**src/hw/rtl/dvrt_pkg.sv**
```systemverilog
package dvrt_pkg;

  localparam int unsigned DVRT_DEPTH = 128;

  localparam logic [4:0] COST_INF    = 5'd16;
  localparam logic [7:0] TTL_DEFAULT = 8'd12;

  localparam int unsigned PADDR_W = 2;
  localparam logic [PADDR_W-1:0] REG_TTL_ADDR = 2'd0;

  localparam logic [1:0] MODE_MERGE   = 2'd0;
  localparam logic [1:0] MODE_TICK    = 2'd1;
  localparam logic [1:0] MODE_INSTALL = 2'd2;

  typedef enum logic [2:0] {
    ST_APPENDED   = 3'd0,
    ST_REPLACED   = 3'd1,
    ST_REFRESHED  = 3'd2,
    ST_IGNORED    = 3'd3,
    ST_FULL       = 3'd4,
    ST_LOCAL_DROP = 3'd5,
    ST_TICK       = 3'd6,
    ST_INSTALLED  = 3'd7
  } status_e;

  typedef struct packed {
    logic [31:0] dest;
    logic [31:0] hop;
    logic [4:0]  metric;
    logic [7:0]  life;
  } entry_t;

endpackage

```
**src/hw/rtl/dvrt_cfg.sv**
```systemverilog
module dvrt_cfg import dvrt_pkg::*; (
  input  logic               clk_i,
  input  logic               rst_ni,
  input  logic               psel,
  input  logic               penable,
  input  logic               pwrite,
  input  logic [PADDR_W-1:0] paddr,
  input  logic [31:0]        pwdata,
  output logic [31:0]        prdata,
  output logic               pready,
  output logic [7:0]         ttl_reload_o
);

  logic [7:0] ttl_q;
  logic       wr_en;

  assign pready = 1'b1;
  assign wr_en  = psel && penable && pwrite && pready && (paddr == REG_TTL_ADDR);

  always_ff @(posedge clk_i or negedge rst_ni) begin
    if (!rst_ni) begin
      ttl_q <= TTL_DEFAULT;
    end else if (wr_en) begin
      ttl_q <= pwdata[7:0];
    end
  end

  assign prdata       = (paddr == REG_TTL_ADDR) ? {24'd0, ttl_q} : 32'd0;
  assign ttl_reload_o = ttl_q;

endmodule

```
**config.mk**
```make
export PLATFORM = sky130hd
export DESIGN_NAME = dvrt_cfg
export DESIGN_NICKNAME = d
export VERILOG_FILES = /design/src/hw/rtl/dvrt_pkg.sv /design/src/hw/rtl/dvrt_cfg.sv
export SDC_FILE = /design/constraint.sdc
export NUM_CORES = 1
export LEC_CHECK = 0
export BUFFER_PORTS_ARGS = -buffer_cell sky130_fd_sc_hd__buf_2
export CAP_MARGIN = 15
export CORE_MARGIN = 1.5
export CORE_UTILIZATION = 32
export DETAILED_ROUTE_END_ITERATION = 12
export GPL_ROUTABILITY_DRIVEN = 0
export GPL_TIMING_DRIVEN = 1
export PLACE_DENSITY = 0.83
export SYNTH_ARGS = -nofsm -noshare
export SYNTH_HDL_FRONTEND = slang
export SYNTH_SLANG_ARGS = --single-unit
```
**constraint.sdc**
```tcl
create_clock -name clk_i -period 1.4 [get_ports clk_i]
set_input_delay 0.42 -clock clk_i [delete_from_list [all_inputs] [get_ports clk_i]]
set_output_delay 0.42 -clock clk_i [all_outputs]
set_load 0.01 [all_outputs]
```
======== After elaboration in Yosys (flattened, before gate mapping) ========
Index checks and enable logic that the tools add are counted.
storage, ports and cells
  flip-flop bits (word level) ............. 8
  latch bits .............................. 0
  bits in writable memories ............... 0
  memory bits (read-only) ................. 0
  input bits .............................. 39
  word-level logic and storage cells ...... 6
  memories ................................ 0
cells by class
  $add $sub $neg .......................... 0
  multiply operators ...................... 0
  divide/modulo/power cells ............... 0
  order comparisons ....................... 0
  equality and inequality tests ........... 0
  shift operators ......................... 0
  muxes and demuxes ....................... 1
  bitwise operators ....................... 0
  reductions and logical operators ........ 4
operators by type and width
  cell               count
  $mux 8             1
  $logic_and 1x1->1  3
  $logic_not 2->1    1

======== Logic depth before layout (Yosys ltp) ========
Gate-level depths: netlist of the first run.
  word-level depth ........................ 3
  mapped depth ............................ 3
  depth with buffers taken out ............ 3

======== Worst setup path before layout of the first run ========
No wires, ideal clock.
  path type ............................... input port to output port
  from .................................... input port paddr[1]
  to ...................................... output port prdata[0]
  arrival ................................. 0.761 ns
  required time ........................... 0.980 ns
  path slack .............................. 0.219 ns
  stages .................................. 2
  path buffers ............................ 0
  path through ............................ nor2_4 -> and2_2
between the ends
  word-level cells in the longest chain between the ends .. 2
ends and longest elaborated chain
  element             line            text
  start: declaration  dvrt_cfg.sv:7   input logic [PADDR_W-1:0] paddr,
  $logic_not 2->1     dvrt_cfg.sv:28  assign prdata = (paddr == REG_TTL_ADDR) ? {24'd0, ttl_q} : 32'd0;
  $mux 8              dvrt_cfg.sv:28
  end: declaration    dvrt_cfg.sv:9   output logic [31:0] prdata,
No other way between the ends.

======== Worst setup path after layout of the first run ========
  from .................................... register ttl_q[3], in the netlist ttl_reload_o[3]
  to ...................................... output port prdata[3]
between the ends
  word-level cells in the longest chain between the ends .. 1
ends and longest elaborated chain
  element                   line            text
  start: declaration        dvrt_cfg.sv:14  logic [7:0] ttl_q;
  start signal: assignment  dvrt_cfg.sv:24  ttl_q <= pwdata[7:0];
  $mux 8                    dvrt_cfg.sv:28
No other way between the ends.

==> summary.txt, run 1 <==
Cells and area
  • Antenna diodes: 0
  • Count of nets after finishing: 128
  • Most frequent cells in the layout: conb_1, buf_2, mux2_2
  • Area added between synthesis and finish: 29.1%
  • Number of flip-flops under the largest register name: 8
  • Share of cells above drive strength 1: 0.625

STA
  • Final worst-path cycle share: 1.02
  • Maximum operating frequency: about 700 MHz
  • Setup TNS: -0.0592 ns
  • Hold Violations, Final: 0
  • Max Slew Vio Count: 0
  • Setup Skew: 0 ns
  • Worst Slack Setup Final: -0.0295 ns
  • Setup-violating endpoint count in the final report: 5
  • Final min period: approximately 1.4 ns
  • Final worst hold slack: ~0.4 ns
  • Setup repair after global routing missed its margin: true

Floorplanning
  • Core region area: about 1700 sq um
  • Row count: 15
  • Height of the die: between 40 and 50 um
  • Count of pins on the block boundary: 80
  • Initial standard-cell utilization of the core: 0.340
  • DIE AREA: slightly above 2000 sq um
  • Width of the die: about 46 um

Clock network
  • H-tree lvl count: 1
  • Buffers from clock root to sink, at most: 2
  • Clk pin slew, worst setup/hold paths: roughly 0.060 ns
  • Clock sink count: 8
  • Insertion delay of the later-clocked pin in the worst-skew pair: about 0.24 ns
  • TritonCTS clock tree: yes
  • Number of clock buffers inserted by TritonCTS: 3
  • Root buffer cell: clkbuf_4

Global route
  • Maximum number of pins on one net before global-route repair: 9
  • First-pass GRT wire length: 1.43 mm
  • Via count of the first global-routing pass: between 300 and 400
  • Initial antenna violation count: 0
  • Sum of overflow across all layers after global routing: 0
  • Global routing usage summed across all routing layers: 0.0952

Yosys
  • Dominant combinational cell family by area after synthesis: buffers and inverters
  • Post-synthesis sequential element count: 8
  • Portion of synthesized cell area occupied by the leading cell type: 0.323
  • Yosys warning total: 0
  • Mean post-synth cell area: 11.0 sq um
  • Compound-Gate Fraction of Synth Area: 0
  • Fraction of synthesized area in multiplexers: 0.155
  • Netlist Area Pre-Place: 581 sq um
  • Simple-gate portion of the synthesized area: 0.159
  • Sequential element share of the synthesized area: 0.349
  • Largest area contributor in the netlist: buf_4
  • Share of the synthesized netlist area taken by xor and xnor gates: 0
  • Adder and majority gate portion of the synthesized area: 0
  • Cell types with the largest area share after synthesis: buf_4, dfrtp_1, mux2_2
  • Number of different library cells in the post-synthesis netlist: 8
  • Mapped Cells: 53

Route
  • DR DRC count: 0
  • Routed wire length: ~1.1 mm
  • Iteration-0 DRC count of the detailed router: 2
  • Vias: 405
  • Average routed wire per standard cell: between 9 and 10 um
  • Vias per cell: 3.58
  • TritonRoute pass-1 iters: 2
  • Post-route antenna net violation count: 0

Run
  • Max-capacitance violation count: 0

Worst setup path
  • Setup CP Type: reg -> out
  • Data arrival time of the critical path: between 1 and 1.5 ns
  • Largest stage delay on the critical path: 0.54 ns
  • Worst-path cell chain: and2_4 -> buf_6
  • Top delay family on crit path: flip-flops
  • Crit-path max FO: 3
  • Worst EP required: a little under 1 ns
  • Standard cell with the maximum stage delay on the critical path: dfstp_2
  • CP endpoint kind: output pin
  • Number of buffers and inverters on the critical path: 1
  • Kind of start point of the critical path: flop

Outcome
  • Violations in the final reports: setup timing
  • Result of the run: finished with violations

Power and ir drop
  • IR drop worst, VDD: 0.000583 V
  • Leakage power figure: 0.413 nW
  • Sum of internal, switching and leakage power: around 0.00078 W
  • Power density normalized to cell area: between 1000 and 1500 nW/um^2

Placed design
  • Number of input and output port buffers inserted: 30
  • Hpwl dp: 799 um

Hold path
  • Class of the tightest hold or removal check: in -> reg
-- path summary, 6_finish.rpt --
check / slack (ns) / startpoint / depth (start not counted) / endpoint
setup / recovery: -0.03 / ttl_reload_o[3] / 2 / prdata[3]
hold / removal: 0.41 / pwdata[6] / 2 / ttl_reload_o[6]
setup reg to reg: 0.63 / ttl_reload_o[5] / 1 / ttl_reload_o[5]
hold reg to reg: 0.52 / ttl_reload_o[6] / 1 / ttl_reload_o[6]
max in group asynchronous: 0.60 / rst_ni / 2 / ttl_reload_o[3]
min in group asynchronous: 0.57 / rst_ni / 2 / ttl_reload_o[7]
-- synth_stat cells (all sizes together) --
| master | number |
|---|---|
| and2 | 8 |
| buf | 25 |
| conb | 2 |
| dfrtp | 6 |
| dfstp | 2 |
| mux2 | 8 |
| nand4 | 1 |
| nor2 | 1 |
-- through the flow --
stage          instances  setup slack [ns]   util  cell area [sq um]
6_report             113           -0.0295  0.439                749
5_1_grt              113           -0.0656  0.439                749
4_1_cts              113           -0.0327  0.435                743
3_5_place_dp         106           -0.0668  0.387                661
3_3_place_gp         106           -0.0463  0.387                661
2_1_floorplan         76             0.219      -                667
-- report_power, final --
part / switching, W / internal (W) / total, W
registers: 0.0000333 / 0.000295 / 0.000329
logic: 0.000136 / 0.000135 / 0.000272
clock network: 0.0000743 / 0.000109 / 0.000183
-- cell type report --
cell class,instances,area [sq um]
multi-input cells,44,290
repair buffers,32,199
flip-flops and latches,8,203
fillers,161,958
well taps,25,31.3
clock buffers,4,26.3
-- logic make-up (layout without fill, tap and decap cells) --
group / count (synthesis) / count (layout)
flops: 8 / 8
buf+inv: 25 / 36
other cells: 2 / 25
simple gates: 10 / 11
mux: 8 / 8
-- what timing repair did --
| item | 4_1_cts | 5_1_grt |
|---|---|---|
| pin swaps | 2 | 2 |
| buffers inserted | 1 | 0 |
| hold buffers | 1 | 0 |
| setup endpoints to repair | 8 | 7 |
| gates resized for setup | 7 | 1 |
| hold endpoints to repair | 4 | 0 |
| cloned | 1 | 0 |
-- per-layer routing --
metal  GRT usage  share of wire  vias up
met5           0              0        -
met1      0.0887           0.36      178
met4      0.0471              0        0
met3      0.0159           0.10        0
li1            -              -      190
met2       0.192           0.53       37
Note: power is estimated with default switching activity, not from simulation.
==> inputs of run 2 (changes only) <==
- CELL_PAD_IN_SITES_DETAIL_PLACEMENT: unset -> 2
- CELL_PAD_IN_SITES_GLOBAL_PLACEMENT: unset -> 2
- CORE_UTILIZATION: 32 -> 15
- PLACE_DENSITY: 0.83 -> unset
- PLACE_DENSITY_LB_ADDON: unset -> 0.1
==> run 2 against run 1 <==
  * The run still ends with setup timing left
  * Sequential power rose by 1%
  * Via count rose by 0.99%
  * First-iteration DRC count rose to 2.5 times the previous value
  * Register-to-register slack barely moved
  * Largest power group unchanged
  * Die area rose by 100%
  * Worst setup slack improved by 0.025 ns
  * Total power rose by 17%
  * Combinational power rose by 7%
  * Final cell count rose by 19%
  * Critical path depth rose by 3
  * Core utilization fell by 21 points
  * Critical path type is now in -> out
  * Clock power rose by 60%
==> summary.txt, run 2 (synthesized netlist as in run 1, its figures left out) <==
Clock network
  • Number of clock buffers inserted by TritonCTS: 3 (unchanged)
  • Clk pin slew, worst setup/hold paths: 0.04 ns (-0.02 ns)
  • TritonCTS clock tree: yes
  • Clock sink count: 8 (unchanged)
  • H-tree lvl count: 1 (unchanged)
  • Root buffer cell: clkbuf_8
  • Insertion delay of the later-clocked pin in the worst-skew pair: 0.23 ns (about the same)
  • Buffers from clock root to sink, at most: 2 (unchanged)
  • Count of hold buffers inserted by post-cts repair: 0 (-1)

STA
  • Maximum operating frequency: 712 MHz (+1.7%)
  • Setup Skew: 0 ns (unchanged)
  • Setup repair after global routing missed its margin: true
  • Final worst-path cycle share: 1.00 (-0.0175)
  • Setup-violating endpoint count in the final report: 8 (+3)
  • Final min period: 1.41 ns (-0.0245 ns)
  • Hold Violations, Final: 0 (unchanged)
  • Max Slew Vio Count: 0 (unchanged)
  • Worst Slack Setup Final: -0.00501 ns (+0.0245 ns)

Power and ir drop
  • Leakage power figure: 0.434 nW (+5.1%)
  • Clock share of power: 0.318 (+0.084)
  • IR drop worst, VDD: 0.000459 V (-21%)
  • Combinational power share: 0.318 (-0.029)
  • Net switching power: 0.000266 W (+8.9%)
  • Power density normalized to cell area: 1100 nW/um^2 (+5.0%)
  • Switching power share of the total: 0.290 (-0.0212)
  • Fraction of power consumed by sequential logic: 0.363 (-0.057)
  • Cell internal pwr: 0.000650 W (+21%)

Cells and area
  • Number of flip-flops under the largest register name: 8 (unchanged)
  • Final non-filler cell area: 835 sq um (+11%)
  • Count of nets after finishing: 127 (-0.78%)
  • Area added between synthesis and finish: 43.7%
  • Share of cells above drive strength 1: 0.632 (+0.00718)
  • Antenna diodes: 0 (unchanged)
  • Most common cell after layout, fill and taps aside: conb_1
  • Most frequent cells in the layout: conb_1, buf_2, buf_6
  • Post-route core utilization: 0.226 (-0.213)

Route
  • Post-route antenna net violation count: 0 (unchanged)
  • Routed wire length: 1.29 mm (+23%)
  • Iteration-0 DRC count of the detailed router: 5 (+3)
  • Vias per cell: 3.03 (-15%)
  • Average routed wire per standard cell: 9.53 um (+2.6%)
  • Vias: 409 (+0.99%)
  • DR DRC count: 0 (unchanged)
  • TritonRoute pass-1 iters: 2 (unchanged)

Placed design
  • Placed Instance Area: 689 sq um (+4.4%)
  • Number of input and output port buffers inserted: 30 (unchanged)

Floorplanning
  • Height of the die: 65.2 um (+43%)
  • Core region area: 3690 sq um (+120%)
  • Count of pins on the block boundary: 80 (unchanged)
  • Width of the die: 65.2 um (+43%)
  • Initial standard-cell utilization of the core: 0.157 (-0.183)
  • DIE AREA: 4250 sq um (+100%)
  • Row count: 22 (+7)

Worst setup path
  • Worst EP required: 0.98 ns (about the same)
  • Kind of start point of the critical path: primary input
  • CP endpoint kind: output pin
  • Crit-path max FO: 9 (+6)
  • Setup CP Type: in -> out
  • Data arrival time of the critical path: 0.99 ns (-0.02 ns)

Global route
  • Most used routing layer: met2
  • Met1 track demand over resource in global routing: 0.0649 (-0.0237)
  • Via count of the first global-routing pass: 356 (+2.0%)
  • Maximum number of pins on one net before global-route repair: 10 (+1)
  • First-pass GRT wire length: 1.82 mm (+28%)
  • Global routing usage on met2: 0.102 (-0.0895)
  • Routing usage on met3: 0.0257 (+0.00981)
  • Global routing usage summed across all routing layers: 0.0597 (-0.0355)
  • Initial antenna violation count: 0 (unchanged)
  • Sum of overflow across all layers after global routing: 0 (unchanged)

Outcome
  • Violations in the final reports: setup timing
  • Result of the run: finished with violations

Hold path
  • Class of the tightest hold or removal check: in -> async

Run
  • Max-capacitance violation count: 0 (unchanged)
==> run 2: power by group through the flow <==
stage               Sequential [W]  Combinational (W)  Clock, W
finish                    0.000333           0.000291  0.000292
floorplan                 0.000356           0.000161         0
CTS                       0.000331           0.000280  0.000302
global route              0.000342           0.000318  0.000319
detailed placement        0.000333           0.000249         0
global placement          0.000330           0.000244         0
==> run 2: final timing paths <==
kind                                  from               to  slack [ns]  cells past startpoint
max                               paddr[0]        prdata[0]      -0.005                      5
min                                 rst_ni  ttl_reload_o[4]        0.03                      1
max reg2reg                ttl_reload_o[5]  ttl_reload_o[5]        0.63                      1
min reg2reg                ttl_reload_o[6]  ttl_reload_o[6]        0.53                      1
max in group asynchronous           rst_ni  ttl_reload_o[3]        1.12                      1
min in group clk_i               pwdata[7]  ttl_reload_o[7]        0.42                      2
==> run 2: critical path, cell delays in order <==
cell,delay (ns)
buf_6,0.10
nor2_4,0.11
buf_12,0.13
and2_4,0.14
buf_6,0.09
==> run 2: per-layer routing <==
metal  vias up  share of wire
li1        184              -
met1       196           0.35
met2        27           0.56
met3         2          0.078
met4         0          0.013
met5         -              0
==> run 2: timing repair <==
| item | CTS | global route |
|---|---|---|
| setup endpoints to repair | 8 | 8 |
| pin swaps | 1 | 1 |
| resized for setup | 8 | 10 |
| buffers inserted | 1 | 1 |
| endpoints found under the hold margin | 0 | 0 |
==> run 2: final cells by class <==
cell class                 count  area (sq um)
sequential                     8           203
timing repair buffer          32           240
fill                         439          2850
clock buffer                   4          45.0
multi-input combinational     43           287
tap                           48          60.1
==> run 2: per-stage QoR <==
| stage | worst slack (ns) | total power, W | hold slack, ns | instances | TNS (ns) |
|---|---|---|---|---|---|
| 6_report | -0.00501 | 0.000916 | 0.0338 | 135 | -0.0247 |
| 5_1_grt | -0.0388 | 0.000979 | 0.0367 | 135 | -0.224 |
| 4_1_cts | -0.0572 | 0.000913 | 0.0381 | 134 | -0.377 |
| 3_5_place_dp | -0.135 | 0.000582 | 0.283 | 129 | -1.70 |
| 3_3_place_gp | -0.131 | 0.000574 | 0.286 | 129 | -1.68 |
| 2_1_floorplan | 0.219 | 0.000518 | 0.124 | 76 | 0 |
==> inputs of run 3 (changes only) <==
- ABC_AREA: unset -> 1
- CORE_UTILIZATION: 15 -> 14
- RECOVER_POWER: unset -> 100
==> run 3 against run 2 <==
  * The flow still finishes with violations (setup timing)
  * Largest power group unchanged
  * Combinational power decreased by 9.6%
  * Via count increased by 30%
  * Fmax decreased by 0.66%
  * Area after synthesis increased by 6.9%
  * Worst setup slack got worse by 0.0093 ns
  * Highest routed layer unchanged
  * Final area decreased by 2.7%
  * Total power decreased by 3.8%
  * Register-to-register slack about the same
==> summary.txt, run 3 <==
Outcome
  • Result of the run: finished with violations
  • Violations in the final reports: setup timing

Worst setup path
  • Length in cells of the worst reg-to-reg path: 3 (+2)
  • Crit-path max FO: 3 (-6)
  • Kind of start point of the critical path: flop
  • Reg-to-Reg Start: ttl_reload_o[3]
  • Setup CP Type: reg -> out
  • Data arrival time of the critical path: 0.99 ns (about the same)
  • Capture instance of the worst register-to-register path: ttl_reload_o[3]
  • CP endpoint kind: output pin
  • Worst EP required: 0.98 ns (about the same)
  • Flop-to-flop setup slack: 0.62 ns (about the same)

Yosys
  • Number of flops mapped to enable cells by yosys: 0 (unchanged)
  • Leading register cell type out of synthesis: dfrtp_1
  • Largest area contributor in the netlist: buf_4
  • Post-synthesis sequential element count: 8 (unchanged)
  • Cell types with the largest area share after synthesis: buf_4, dfrtp_1, nand2_1
  • Ys async rst share: 1.00 (unchanged)
  • Mapped Cells: 81 (+53%)
  • Number of different library cells in the post-synthesis netlist: 11 (+3)
  • Most numerous cell types in the synthesized netlist: buf_4, nand2_1, inv_1
  • Sequential element share of the synthesized area: 0.327 (-0.0225)
  • Yosys warning total: 0 (unchanged)
  • Portion of synthesized cell area occupied by the leading cell type: 0.302 (-0.0209)
  • Netlist Area Pre-Place: 621 sq um (+6.9%)
  • Dominant cell by count in the synthesized netlist: buf_4
  • Mean post-synth cell area: 7.66 sq um (-30%)

Route
  • Routed wire length: 1.63 mm (+26%)
  • Vias: 533 (+30%)
  • Vias per cell: 3.19 (+5.3%)
  • TritonRoute pass-1 iters: 3 (+1)
  • Post-route antenna net violation count: 0 (unchanged)
  • Iteration-0 DRC count of the detailed router: 13 (+8)
  • DR DRC count: 0 (unchanged)
  • Average routed wire per standard cell: 9.74 um (+2.2%)

STA
  • Final worst-path cycle share: 1.01 (+0.00668)
  • Worst slew margin relative to its limit: 0.632
  • Setup repair after global routing missed its margin: true
  • Worst Slack Setup Final: -0.0144 ns (-0.00935 ns)
  • Final min period: 1.41 ns (+0.00935 ns)
  • Setup-violating endpoint count in the final report: 2 (-6)
  • Transition at the pin with the smallest max-transition slack: around 0.55 ns
  • Maximum operating frequency: 707 MHz (-0.66%)
  • Hold Violations, Final: 0 (unchanged)
  • Setup Skew: 0 ns (unchanged)
  • Max Slew Vio Count: 0 (unchanged)

Cells and area
  • Number of flip-flops under the largest register name: 8 (unchanged)
  • Most common cell after layout, fill and taps aside: conb_1
  • Antenna diodes: 0 (unchanged)
  • Post-route core utilization: 0.188 (-0.0385)
  • Area added between synthesis and finish: 30.8%
  • Count of nets after finishing: 155 (+22%)
  • Share of cells above drive strength 1: 0.313 (-0.319)
  • Final non-filler cell area: 812 sq um (-2.7%)
  • Most frequent cells in the layout: conb_1, buf_2, nand2_1

Clock network
  • TritonCTS clock tree: yes
  • Clock sink count: 8 (unchanged)
  • Insertion delay of the later-clocked pin in the worst-skew pair: 0.23 ns (about the same)
  • Root buffer cell: clkbuf_8
  • Clk pin slew, worst setup/hold paths: 0.04 ns (about the same)
  • Buffers from clock root to sink, at most: 2 (unchanged)
  • H-tree lvl count: 1 (unchanged)
  • Number of clock buffers inserted by TritonCTS: 3 (unchanged)

Global route
  • Maximum number of pins on one net before global-route repair: 10 (unchanged)
  • Initial antenna violation count: 0 (unchanged)
  • Via count of the first global-routing pass: 498 (+40%)
  • First-pass GRT wire length: 2.49 mm (+37%)
  • Sum of overflow across all layers after global routing: 0 (unchanged)
  • Global routing usage summed across all routing layers: 0.0697 (+0.00998)

Placed design
  • Setup slack at placement: -0.0477 ns (+0.0869 ns)
  • Hpwl dp: between 1 and 1.5 mm
  • Placed Instance Area: 742 sq um (+7.6%)
  • Number of input and output port buffers inserted: 30 (unchanged)

Floorplanning
  • DIE AREA: 4840 sq um (+14%)
  • Width of the die: 69.6 um (+6.7%)
  • Height of the die: 69.6 um (+6.7%)
  • Core region area: 4320 sq um (+17%)
  • Initial standard-cell utilization of the core: 0.144 (-0.0139)
  • Row count: 24 (+9.1%)
  • Count of pins on the block boundary: 80 (unchanged)

Run
  • Max-capacitance violation count: 0 (unchanged)

Hold path
  • Class of the tightest hold or removal check: in -> async

Power and ir drop
  • Power density normalized to cell area: 1090 nW/um^2 (-1.1%)
  • Leakage power figure: 0.477 nW (+9.9%)
  • IR drop worst, VDD: 0.000182 V (-60%)
run 3: layout make-up:
type / instances / area [sq um]
repair buffers: 32 / 165
fillers: 534 / 3510
multi-input cells: 61 / 289
well taps: 52 / 65.1
clock buffers: 4 / 45.0
inverters: 10 / 45.0
flip-flops and latches: 8 / 203
run 3: routing by layer:
metal	share of wire	GRT usage	up-vias
met4	0.014	0.0392	0
met2	0.45	0.0994	40
met5	0	0	-
met3	0.11	0.0233	3
li1	-	-	257
met1	0.43	0.0917	233
run 3: worst max-delay path, cell delays in order, from the launching register on:
cell	delay [ns]
dfstp_2	0.55
inv_2	0.04
nor2_2	0.06
buf_2	0.12
run 3: cells by family (layout without fill, tap and decap cells):
logic type	count (synthesis)	count (layout)	share of synthesized area
other	2	25	0.0121
and+or+nand+nor	36	36	0.298
buffers and inverters	35	46	0.363
DFF	8	8	0.327
run 3: what timing repair did:
action                                  4_1_cts  5_1_grt
pin swaps                                     2        2
hold buffers                                  0        0
endpoints found under the setup margin        8        9
buffers inserted                              1        0
gates resized for setup                       2        9
gates cloned                                  0        0
run 3: through the flow:
| stage | setup TNS (ns) | hold WS [ns] | instances | power [W] |
|---|---|---|---|---|
| after floorplan | 0 | 0.124 | 104 | 0.000513 |
| after global placement | -0.0833 | 0.286 | 162 | 0.000573 |
| after detailed placement | -0.180 | 0.281 | 162 | 0.000579 |
| after CTS | -0.0905 | 0.0344 | 167 | 0.000894 |
| after global routing | -0.221 | 0.148 | 167 | 0.000959 |
| final | -0.0228 | 0.122 | 167 | 0.000881 |
run 3: worst max path at each step:
stage	startpoint	endpoint	slack, ns
floorplan	paddr[1]	prdata[0]	0.15
global placement	paddr[1]	prdata[6]	-0.02
detailed placement	paddr[1]	prdata[6]	-0.05
CTS	ttl_reload_o[2]	prdata[2]	-0.04
global route	ttl_reload_o[2]	prdata[2]	-0.08
finish	ttl_reload_o[2]	prdata[2]	-0.01
run 3: power by group:
group	internal, W	switching, W
clock	0.000198	0.0000963
sequential	0.000289	0.0000358
combinational	0.0000971	0.000165
total	0.000583	0.000298
